--- src/hw/rtl/assert_macros.svh ---
// Assertion macros shared by the RTL modules of the directory name lookup.
// Needs nothing else; each module includes this header inside its body.
`ifndef ASSERT_MACROS_SVH
`define ASSERT_MACROS_SVH

// Same-cycle implication, disabled while reset is asserted.
`define ASSERT_IMPL(label, clk, rst_n, ante, cons) \
  label: assert property (@(posedge clk) disable iff (!rst_n) (ante) |-> (cons)) \
    else $error("assertion failed");

// Next-cycle implication, disabled while reset is asserted.
`define ASSERT_NEXT(label, clk, rst_n, ante, cons) \
  label: assert property (@(posedge clk) disable iff (!rst_n) (ante) |=> (cons)) \
    else $error("assertion failed");

`endif

--- src/hw/rtl/ddnl_pkg.sv ---
// Shared types, constants and helper functions of the directory name lookup.
// Depends on nothing; imported by disk_directory_name_lookup.
package ddnl_pkg;

  localparam int NAME_CHARS_DEF         = 16;
  localparam int ENTRIES_PER_SECTOR_DEF = 8;
  localparam int ENTRY_BYTES            = 32;
  localparam int NAME_SLOTS             = 16;
  localparam int NAME_START             = 5;

  // Byte positions inside one entry and inside one sector.
  localparam logic [4:0] POS_TYPE   = 5'd2;
  localparam logic [4:0] POS_TRACK  = 5'd3;
  localparam logic [4:0] POS_SECTOR = 5'd4;
  localparam logic [7:0] OFF_LINK_TRACK  = 8'd0;
  localparam logic [7:0] OFF_LINK_SECTOR = 8'd1;
  localparam logic [7:0] OFF_LAST        = 8'd255;

  // Result status codes.
  localparam logic [1:0] ST_FOLLOW    = 2'd0;
  localparam logic [1:0] ST_FOUND     = 2'd1;
  localparam logic [1:0] ST_CHAIN_END = 2'd2;
  localparam logic [1:0] ST_LIMIT     = 2'd3;

  // Register indexes.
  localparam logic [1:0] REG_NAME_HEAD    = 2'd0;
  localparam logic [1:0] REG_NAME_TAIL    = 2'd1;
  localparam logic [1:0] REG_SECTOR_LIMIT = 2'd2;

  localparam logic [7:0] SECTOR_LIMIT_RST = 8'd64;
  localparam logic [7:0] CHAR_SPACE       = 8'd32;

  typedef logic [7:0] char_t;

  // Drop bit 7 and turn lower-case letters into upper case.
  function automatic char_t fold_char(input char_t c);
    char_t v;
    v = c & 8'd127;
    if (v >= 8'd97 && v <= 8'd122) begin
      v = v - 8'd32;
    end
    return v;
  endfunction

endpackage

--- src/hw/rtl/disk_directory_name_lookup.sv ---
// Directory name lookup over streamed directory sector bytes.
// Depends on ddnl_pkg and on assert_macros.svh.
//
// Feed the bytes of 256-byte directory sectors in order, one transfer each, with the
// byte in in_tdata[7:0], its offset in in_tdata[15:8] and in_tuser high on the first
// byte of a new lookup. The block takes one byte per cycle; each byte is latched in an
// input register and evaluated against the search state in the next cycle, and a result
// that it causes is registered in the output register. The only pause comes from the
// result register: while a result waits to be taken, the byte behind it waits too.
// A found result arrives with the last name byte of the matching entry; otherwise every
// sector ends with a result on its byte 255 (follow link, chain ended, or limit reached).
// Program the name and sector limit over the APB port only while no lookup is running.
module disk_directory_name_lookup #(
  parameter int NAME_CHARS         = ddnl_pkg::NAME_CHARS_DEF,
  parameter int ENTRIES_PER_SECTOR = ddnl_pkg::ENTRIES_PER_SECTOR_DEF
) (
  input  logic        clk,
  input  logic        rst_n,
  // Input stream.
  input  logic        in_tvalid,
  output logic        in_tready,
  input  logic [15:0] in_tdata,    // byte_value[7:0], byte_offset[15:8]
  input  logic        in_tuser,    // new_search[0]
  // Result stream.
  output logic        out_tvalid,
  input  logic        out_tready,
  output logic [31:0] out_tdata,   // file_track, file_sector, next_track, next_sector
  output logic [1:0]  out_tuser,   // status[1:0]
  // Configuration port.
  input  logic        cfg_psel,
  input  logic        cfg_penable,
  input  logic        cfg_pwrite,
  input  logic [4:0]  cfg_paddr,
  input  logic [63:0] cfg_pwdata,
  output logic [63:0] cfg_prdata,
  output logic        cfg_pready
);
  import ddnl_pkg::*;
  `include "assert_macros.svh"

  localparam logic [4:0] NAME_LAST = 5'(NAME_START + NAME_CHARS - 1);
  localparam logic [4:0] NAME_FIRST = 5'(NAME_START);

  // Configuration registers.
  logic [63:0] name_head_r;
  logic [63:0] name_tail_r;
  logic [7:0]  sector_limit_r;
  logic        cfg_wr;

  assign cfg_pready = 1'b1;
  assign cfg_wr     = cfg_psel && cfg_penable && cfg_pwrite && cfg_pready;

  always_ff @(posedge clk) begin
    if (!rst_n) begin
      name_head_r    <= '0;
      name_tail_r    <= '0;
      sector_limit_r <= SECTOR_LIMIT_RST;
    end else if (cfg_wr) begin
      unique case (cfg_paddr[4:3])
        REG_NAME_HEAD:    name_head_r    <= cfg_pwdata;
        REG_NAME_TAIL:    name_tail_r    <= cfg_pwdata;
        REG_SECTOR_LIMIT: sector_limit_r <= cfg_pwdata[7:0];
        default: ;
      endcase
    end
  end

  always_comb begin
    unique case (cfg_paddr[4:3])
      REG_NAME_HEAD:    cfg_prdata = name_head_r;
      REG_NAME_TAIL:    cfg_prdata = name_tail_r;
      REG_SECTOR_LIMIT: cfg_prdata = {56'd0, sector_limit_r};
      default:          cfg_prdata = '0;
    endcase
  end

  // Folded, space-padded target name.
  char_t wanted [NAME_SLOTS];
  always_comb begin
    logic  seen_zero;
    char_t raw;
    seen_zero = 1'b0;
    for (int i = 0; i < NAME_SLOTS; i++) begin
      raw = (i < 8) ? name_head_r[8*(i%8) +: 8] : name_tail_r[8*(i%8) +: 8];
      seen_zero = seen_zero || (raw == 8'd0);
      wanted[i] = seen_zero ? CHAR_SPACE : fold_char(raw);
    end
  end

  // Input register.
  logic       s1_valid_r;
  logic [7:0] s1_byte_r;
  logic [7:0] s1_off_r;
  logic       s1_new_r;
  logic       s1_adv;

  // Output register.
  logic       out_valid_r;
  logic [1:0] out_status_r;
  logic [7:0] out_ftrack_r;
  logic [7:0] out_fsector_r;
  logic [7:0] out_ntrack_r;
  logic [7:0] out_nsector_r;

  assign s1_adv    = s1_valid_r && (!out_valid_r || out_tready);
  assign in_tready = !s1_valid_r || s1_adv;

  always_ff @(posedge clk) begin
    if (!rst_n) begin
      s1_valid_r <= 1'b0;
    end else if (in_tready) begin
      s1_valid_r <= in_tvalid;
    end
  end

  always_ff @(posedge clk) begin
    if (in_tready && in_tvalid) begin
      s1_byte_r <= in_tdata[7:0];
      s1_off_r  <= in_tdata[15:8];
      s1_new_r  <= in_tuser;
    end
  end

  // Search state.
  logic [7:0] link_track_r,  link_track_nxt;
  logic [7:0] link_sector_r, link_sector_nxt;
  logic [7:0] cand_track_r,  cand_track_nxt;
  logic [7:0] cand_sector_r, cand_sector_nxt;
  logic       in_use_r,      in_use_nxt;
  logic       matching_r,    matching_nxt;
  logic [7:0] seen_r,        seen_nxt;
  logic       finished_r,    finished_nxt;

  logic       res_valid;
  logic [1:0] res_status;
  logic [7:0] res_ftrack;
  logic [7:0] res_fsector;

  always_comb begin
    logic [2:0] entry;
    logic [4:0] pos;
    logic [3:0] char_idx;
    logic [7:0] limit;
    logic       in_entries;

    entry      = s1_off_r[7:5];
    pos        = s1_off_r[4:0];
    char_idx   = 4'(pos - NAME_FIRST);
    limit      = (sector_limit_r == 8'd0) ? 8'd1 : sector_limit_r;
    in_entries = (int'(entry) < ENTRIES_PER_SECTOR);

    link_track_nxt  = link_track_r;
    link_sector_nxt = link_sector_r;
    cand_track_nxt  = cand_track_r;
    cand_sector_nxt = cand_sector_r;
    in_use_nxt      = in_use_r;
    matching_nxt    = matching_r;
    seen_nxt        = seen_r;
    finished_nxt    = finished_r;
    res_valid       = 1'b0;
    res_status      = ST_FOLLOW;
    res_ftrack      = 8'd0;
    res_fsector     = 8'd0;

    if (s1_new_r) begin
      finished_nxt    = 1'b0;
      seen_nxt        = 8'd0;
      link_track_nxt  = 8'd0;
      link_sector_nxt = 8'd0;
      in_use_nxt      = 1'b0;
      matching_nxt    = 1'b0;
    end

    if (!finished_nxt) begin
      if (s1_off_r == OFF_LINK_TRACK) begin
        link_track_nxt = s1_byte_r;
      end else if (s1_off_r == OFF_LINK_SECTOR) begin
        link_sector_nxt = s1_byte_r;
      end

      if (in_entries) begin
        if (pos == POS_TYPE) begin
          in_use_nxt   = (s1_byte_r[2:0] != 3'd0);
          matching_nxt = (s1_byte_r[2:0] != 3'd0);
        end else if (pos == POS_TRACK) begin
          cand_track_nxt = s1_byte_r;
        end else if (pos == POS_SECTOR) begin
          cand_sector_nxt = s1_byte_r;
        end else if (pos >= NAME_FIRST && pos <= NAME_LAST) begin
          if (fold_char(s1_byte_r) != wanted[char_idx]) begin
            matching_nxt = 1'b0;
          end
          if (pos == NAME_LAST && in_use_nxt && matching_nxt) begin
            finished_nxt = 1'b1;
            res_valid    = 1'b1;
            res_status   = ST_FOUND;
            res_ftrack   = cand_track_nxt;
            res_fsector  = cand_sector_nxt;
          end
        end
      end

      // The last name byte never sits at the last sector offset, so a found
      // result and a sector report cannot come from the same byte.
      if (!res_valid && s1_off_r == OFF_LAST) begin
        if (seen_nxt != 8'd255) begin
          seen_nxt = seen_nxt + 8'd1;
        end
        res_valid = 1'b1;
        if (link_track_nxt == 8'd0) begin
          finished_nxt = 1'b1;
          res_status   = ST_CHAIN_END;
        end else if (seen_nxt >= limit) begin
          finished_nxt = 1'b1;
          res_status   = ST_LIMIT;
        end
      end
    end
  end

  always_ff @(posedge clk) begin
    if (!rst_n) begin
      link_track_r  <= '0;
      link_sector_r <= '0;
      cand_track_r  <= '0;
      cand_sector_r <= '0;
      in_use_r      <= 1'b0;
      matching_r    <= 1'b0;
      seen_r        <= '0;
      finished_r    <= 1'b1;
    end else if (s1_adv) begin
      link_track_r  <= link_track_nxt;
      link_sector_r <= link_sector_nxt;
      cand_track_r  <= cand_track_nxt;
      cand_sector_r <= cand_sector_nxt;
      in_use_r      <= in_use_nxt;
      matching_r    <= matching_nxt;
      seen_r        <= seen_nxt;
      finished_r    <= finished_nxt;
    end
  end

  always_ff @(posedge clk) begin
    if (!rst_n) begin
      out_valid_r <= 1'b0;
    end else if (s1_adv && res_valid) begin
      out_valid_r <= 1'b1;
    end else if (out_tready) begin
      out_valid_r <= 1'b0;
    end
  end

  always_ff @(posedge clk) begin
    if (s1_adv && res_valid) begin
      out_status_r  <= res_status;
      out_ftrack_r  <= res_ftrack;
      out_fsector_r <= res_fsector;
      out_ntrack_r  <= link_track_nxt;
      out_nsector_r <= link_sector_nxt;
    end
  end

  assign out_tvalid = out_valid_r;
  assign out_tuser  = out_status_r;
  assign out_tdata  = {out_nsector_r, out_ntrack_r, out_fsector_r, out_ftrack_r};

  `ASSERT_IMPL(a_stall_holds_item, clk, rst_n, !in_tready, s1_valid_r)
  `ASSERT_IMPL(a_not_found_zero, clk, rst_n, out_tvalid && out_tuser != ST_FOUND,
               out_tdata[15:0] == 16'd0)
  `ASSERT_IMPL(a_chain_end_link, clk, rst_n, out_tvalid && out_tuser == ST_CHAIN_END,
               out_tdata[23:16] == 8'd0)
  `ASSERT_NEXT(a_final_stops, clk, rst_n, s1_adv && res_valid && res_status != ST_FOLLOW,
               finished_r)

endmodule
--- config.mk ---
export PLATFORM = sky130hd
export DESIGN_NAME = disk_directory_name_lookup
export DESIGN_NICKNAME = d
export VERILOG_FILES = /design/src/hw/rtl/ddnl_pkg.sv /design/src/hw/rtl/disk_directory_name_lookup.sv
export VERILOG_INCLUDE_DIRS = /design/src /design/src/hw/rtl
export SDC_FILE = /design/constraint.sdc
export NUM_CORES = 1
export LEC_CHECK = 0
export BUFFER_PORTS_ARGS = -buffer_cell sky130_fd_sc_hd__buf_2
export CAP_MARGIN = 10
export CORE_ASPECT_RATIO = 0.7
export CORE_MARGIN = 2
export CORE_UTILIZATION = 63
export DETAILED_ROUTE_END_ITERATION = 6
export PLACE_DENSITY = 0.87
export SYNTH_ARGS = -nofsm -noshare
export SYNTH_HDL_FRONTEND = slang
export SYNTH_SLANG_ARGS = --single-unit
--- constraint.sdc ---
create_clock -name clk -period 11.44 [get_ports clk]
set_input_delay 2.288 -clock clk [delete_from_list [all_inputs] [get_ports clk]]
set_output_delay 2.288 -clock clk [all_outputs]
set_load 0.005 [all_outputs]
==> results.json <==
{
  "status": "complete, no violations",
  "synth_area_leaders": "dfxtp_1 (26%), edfxtp_1 (11%), nand2_1 (9.1%)",
  "cts_resized": 0,
  "finalPower_mw": 1.79,
  "p_sw_mw": 0.495,
  "ctsHoldBuffers": 0,
  "drc": 0,
  "synth_top_flop_cell": "dfxtp_1",
  "yosys.area_share.xor_xnor_pct": 1.06,
  "worstReg2RegStart": "s1_off_r[0]$_DFFE_PP_",
  "hpwl_um": 29900,
  "die_w_um": 182,
  "finalSetupViolations": 0,
  "routedWlPerCell_um": 19.3,
  "power.share.switching_pct": 27.6,
  "diodes": 0,
  "cp_num_buf_inv": 3,
  "netlist_instances": 1752,
  "cts-root-buf": "clkbuf_16",
  "path_class": "reg -> reg",
  "pwr-share-comb_pct": 13.1,
  "postSynthAreaPerCell_um2": 7.98,
  "power_frac_clock_pct": 38.5,
  "dpl_cell_area_um2": 15100,
  "hold_viol": 0,
  "io_buffers": 189,
  "htreeDepth": 1,
  "seqPwrFrac_pct": 48.4,
  "worstPathCellList": "buf_4 -> inv_1 -> ha_1 -> xor2_1 -> buf_4 -> a21oi_1 -> o211ai_1 -> nor4_2 -> nor3b_1 -> o21ai_0 -> o21ai_0 -> o2111ai_1 -> nor4b_4 -> nand4_1 -> a21oi_4",
  "die_h_um": 129,
  "clk_pin_slew_ns": 0.06,
  "relSlewSlack_pct": 21.8,
  "hold_path_end": "name_tail_r[31]$_SDFFE_PN0P_",
  "grt_pass1_vias": 12676,
  "synth.cell_area_um2": 14000,
  "layout.nets": 2025,
  "synth-seq-cells": 232,
  "ant_nets": 0,
  "post-place-cells": 2142,
  "grt_max_degree": 101,
  "synth_top_area_share_pct": 25.9,
  "reg_top3": "name_head_r: 64 flops, name_tail_r: 64 flops",
  "yosys.area_share.simple_pct": 25.1,
  "fin_tns_setup_ns": 0,
  "synthMuxAreaShare_pct": 9.27,
  "final_area_um2": 15700,
  "max_freq_ghz": 0.157,
  "synth_top_family_by_area": "simple AND/OR/NAND/NOR gates",
  "synth_edf_count": 51,
  "final_util_pct": 72.4,
  "first_pass_iters": 6,
  "drive_above_1_share_pct": 14.4,
  "period_share_pct": 55.6,
  "clk_latency_ns": 0.53,
  "async_reset_ff_share_pct": 0,
  "cpPeakStageDelay_ns": 0.89,
  "synth_compound_area_share_pct": 19.1,
  "reg2reg_to": "out_ntrack_r[2]$_DFFE_PP_",
  "setup_slack_ns": 5.08,
  "clkSinkCount": 232,
  "antenna_found_initial": 0,
  "rsz0062_at_grt": "no",
  "synth_adder_area_share_pct": 4.20,
  "vias_per_cell": 6.50,
  "r2r_slack_ns": 5.08,
  "start_kind": "register",
  "min_period_ns": 6.36,
  "row_count": 45,
  "max_cap_violations": 0,
  "cts_tree": "yes",
  "hold_depth": 2,
  "grtUsageTotal_pct": 34.8,
  "required_ns": 11.57,
  "hp-class": "reg -> reg",
  "drt_wl_total_um": 42100,
  "yosys.cell_count.top_type": "nand2_1",
  "hold_path_startpoint": "name_tail_r[31]$_SDFFE_PN0P_",
  "synth.top_cells.by_count": "nand2_1 (340), dfxtp_1 (181), a21oi_1 (175), nor2_1 (163), mux2i_1 (115)",
  "grt_pass1_wl_um": 66400,
  "cp_slowest_cell": "a21oi_4",
  "cts_setup_buffers": 0,
  "syn_nets": 1892,
  "drv_slew": 0,
  "end_kind": "register",
  "yosysSeqAreaShare_pct": 36.8,
  "grt_overflow": 0,
  "drtIter0Drc": 1881,
  "cp_max_fo": 57,
  "fin_skew_ns": 0.0241,
  "core_um2": 21700,
  "whs_ns": 0.477,
  "worst_ir_drop_vdd_uv": 98.4,
  "synth_cell_type_count": 78,
  "initial_core_util_pct": 64.4,
  "powerDensity_nw_per_um2": 114,
  "die_area_um2": 23400,
  "p_int_mw": 1.30,
  "crit_family": "compound AO/OA/AOI/OAI gates",
  "areaGrowthSynthToFinish_pct": 12.5,
  "cts_buffers": 23,
  "n_fill_cell": 1603,
  "via_count": 14205,
  "yosys_warnings": 0,
  "clock_path_buffers": 3,
  "instances_no_fill": 2184,
  "r2r_cells": 15,
  "ios": 194,
  "place_congestion": 0.986,
  "worstMarginPinSlew_ns": 1.17,
  "p_leak_nw": 6.12,
  "synth_largest_area_cell": "dfxtp_1",
  "dpl_worst_slack_ns": 5.15,
  "arrival_ns": 6.49
}
power by group through the flow:
stage          combinational, mW  clock (mW)  sequential, mW
2_1_floorplan              0.156           0           0.875
3_3_place_gp               0.223           0           0.885
3_5_place_dp               0.226           0           0.886
4_1_cts                    0.228       0.690           0.868
5_1_grt                    0.251       0.721           0.871
6_report                   0.235       0.691           0.869
cell families (layout without fill, tap and decap cells):
group	Yosys count	count (layout)
and+or+nand+nor	748	748
AOI/OAI and AO/OA	422	422
DFF	232	232
buffers and inverters	157	307
muxes	128	128
adders and majority gates	47	47
xor gates and xnor gates	17	17
other	1	1
worst register-to-register path, cell delays in order, from the launching register on:
cell and delay [ns]:
edfxtp_1 0.32, buf_4 0.53, inv_1 0.56, ha_1 0.51, xor2_1 0.20, buf_4 0.23, a21oi_1 0.34, o211ai_1 0.17
nor4_2 0.65, nor3b_1 0.25, o21ai_0 0.22, o21ai_0 0.26, o2111ai_1 0.24, nor4b_4 0.34, nand4_1 0.23, a21oi_4 0.89
layer usage:
| layer | global-route usage [%] | part of all wire (%) |
|---|---|---|
| met1 | 52.1 | 43 |
| met2 | 53.1 | 43 |
| met3 | 6.17 | 12 |
| met4 | 6.50 | 1.7 |
| met5 | 0 | 0 |
final cells by class:
| class | instances | area (µm²) | share of cell area [%] |
|---|---|---|---|
| inverter | 57 | 216 | 1.38 |
| timing repair buffer | 208 | 1090 | 6.93 |
| multi-input combinational | 1363 | 8250 | 52.5 |
| tap | 282 | 353 | 2.24 |
| clock buffer | 30 | 602 | 3.83 |
| clock inverter | 12 | 62.6 | 0.398 |
| sequential | 232 | 5150 | 32.8 |
worst max-delay path by stage:
stage,to,start,cells after the start
floorplan,cfg_prdata[1],cfg_paddr[3],5
global placement,cfg_prdata[1],cfg_paddr[3],5
detailed placement,cfg_prdata[1],cfg_paddr[3],5
CTS,cfg_prdata[1],cfg_paddr[3],5
global route,out_ntrack_r[2]$_DFFE_PP_,s1_off_r[0]$_DFFE_PP_,15
finish,out_ntrack_r[2]$_DFFE_PP_,s1_off_r[0]$_DFFE_PP_,15
layout by cell type (no fill, tap or decap), types with 30 or more instances in the layout:
master	netlist	routed
nand2_1	340	339
buf_2	2	188
dfxtp_1	181	181
a21oi_1	175	174
nor2_1	163	163
mux2i_1	115	115
o21ai_0	59	59
inv_1	56	56
edfxtp_1	51	51
ha_1	47	47
o211ai_1	33	33
nor4_1	32	32
and2_1	31	30
No activity file was read; power rests on OpenSTA's default activity.
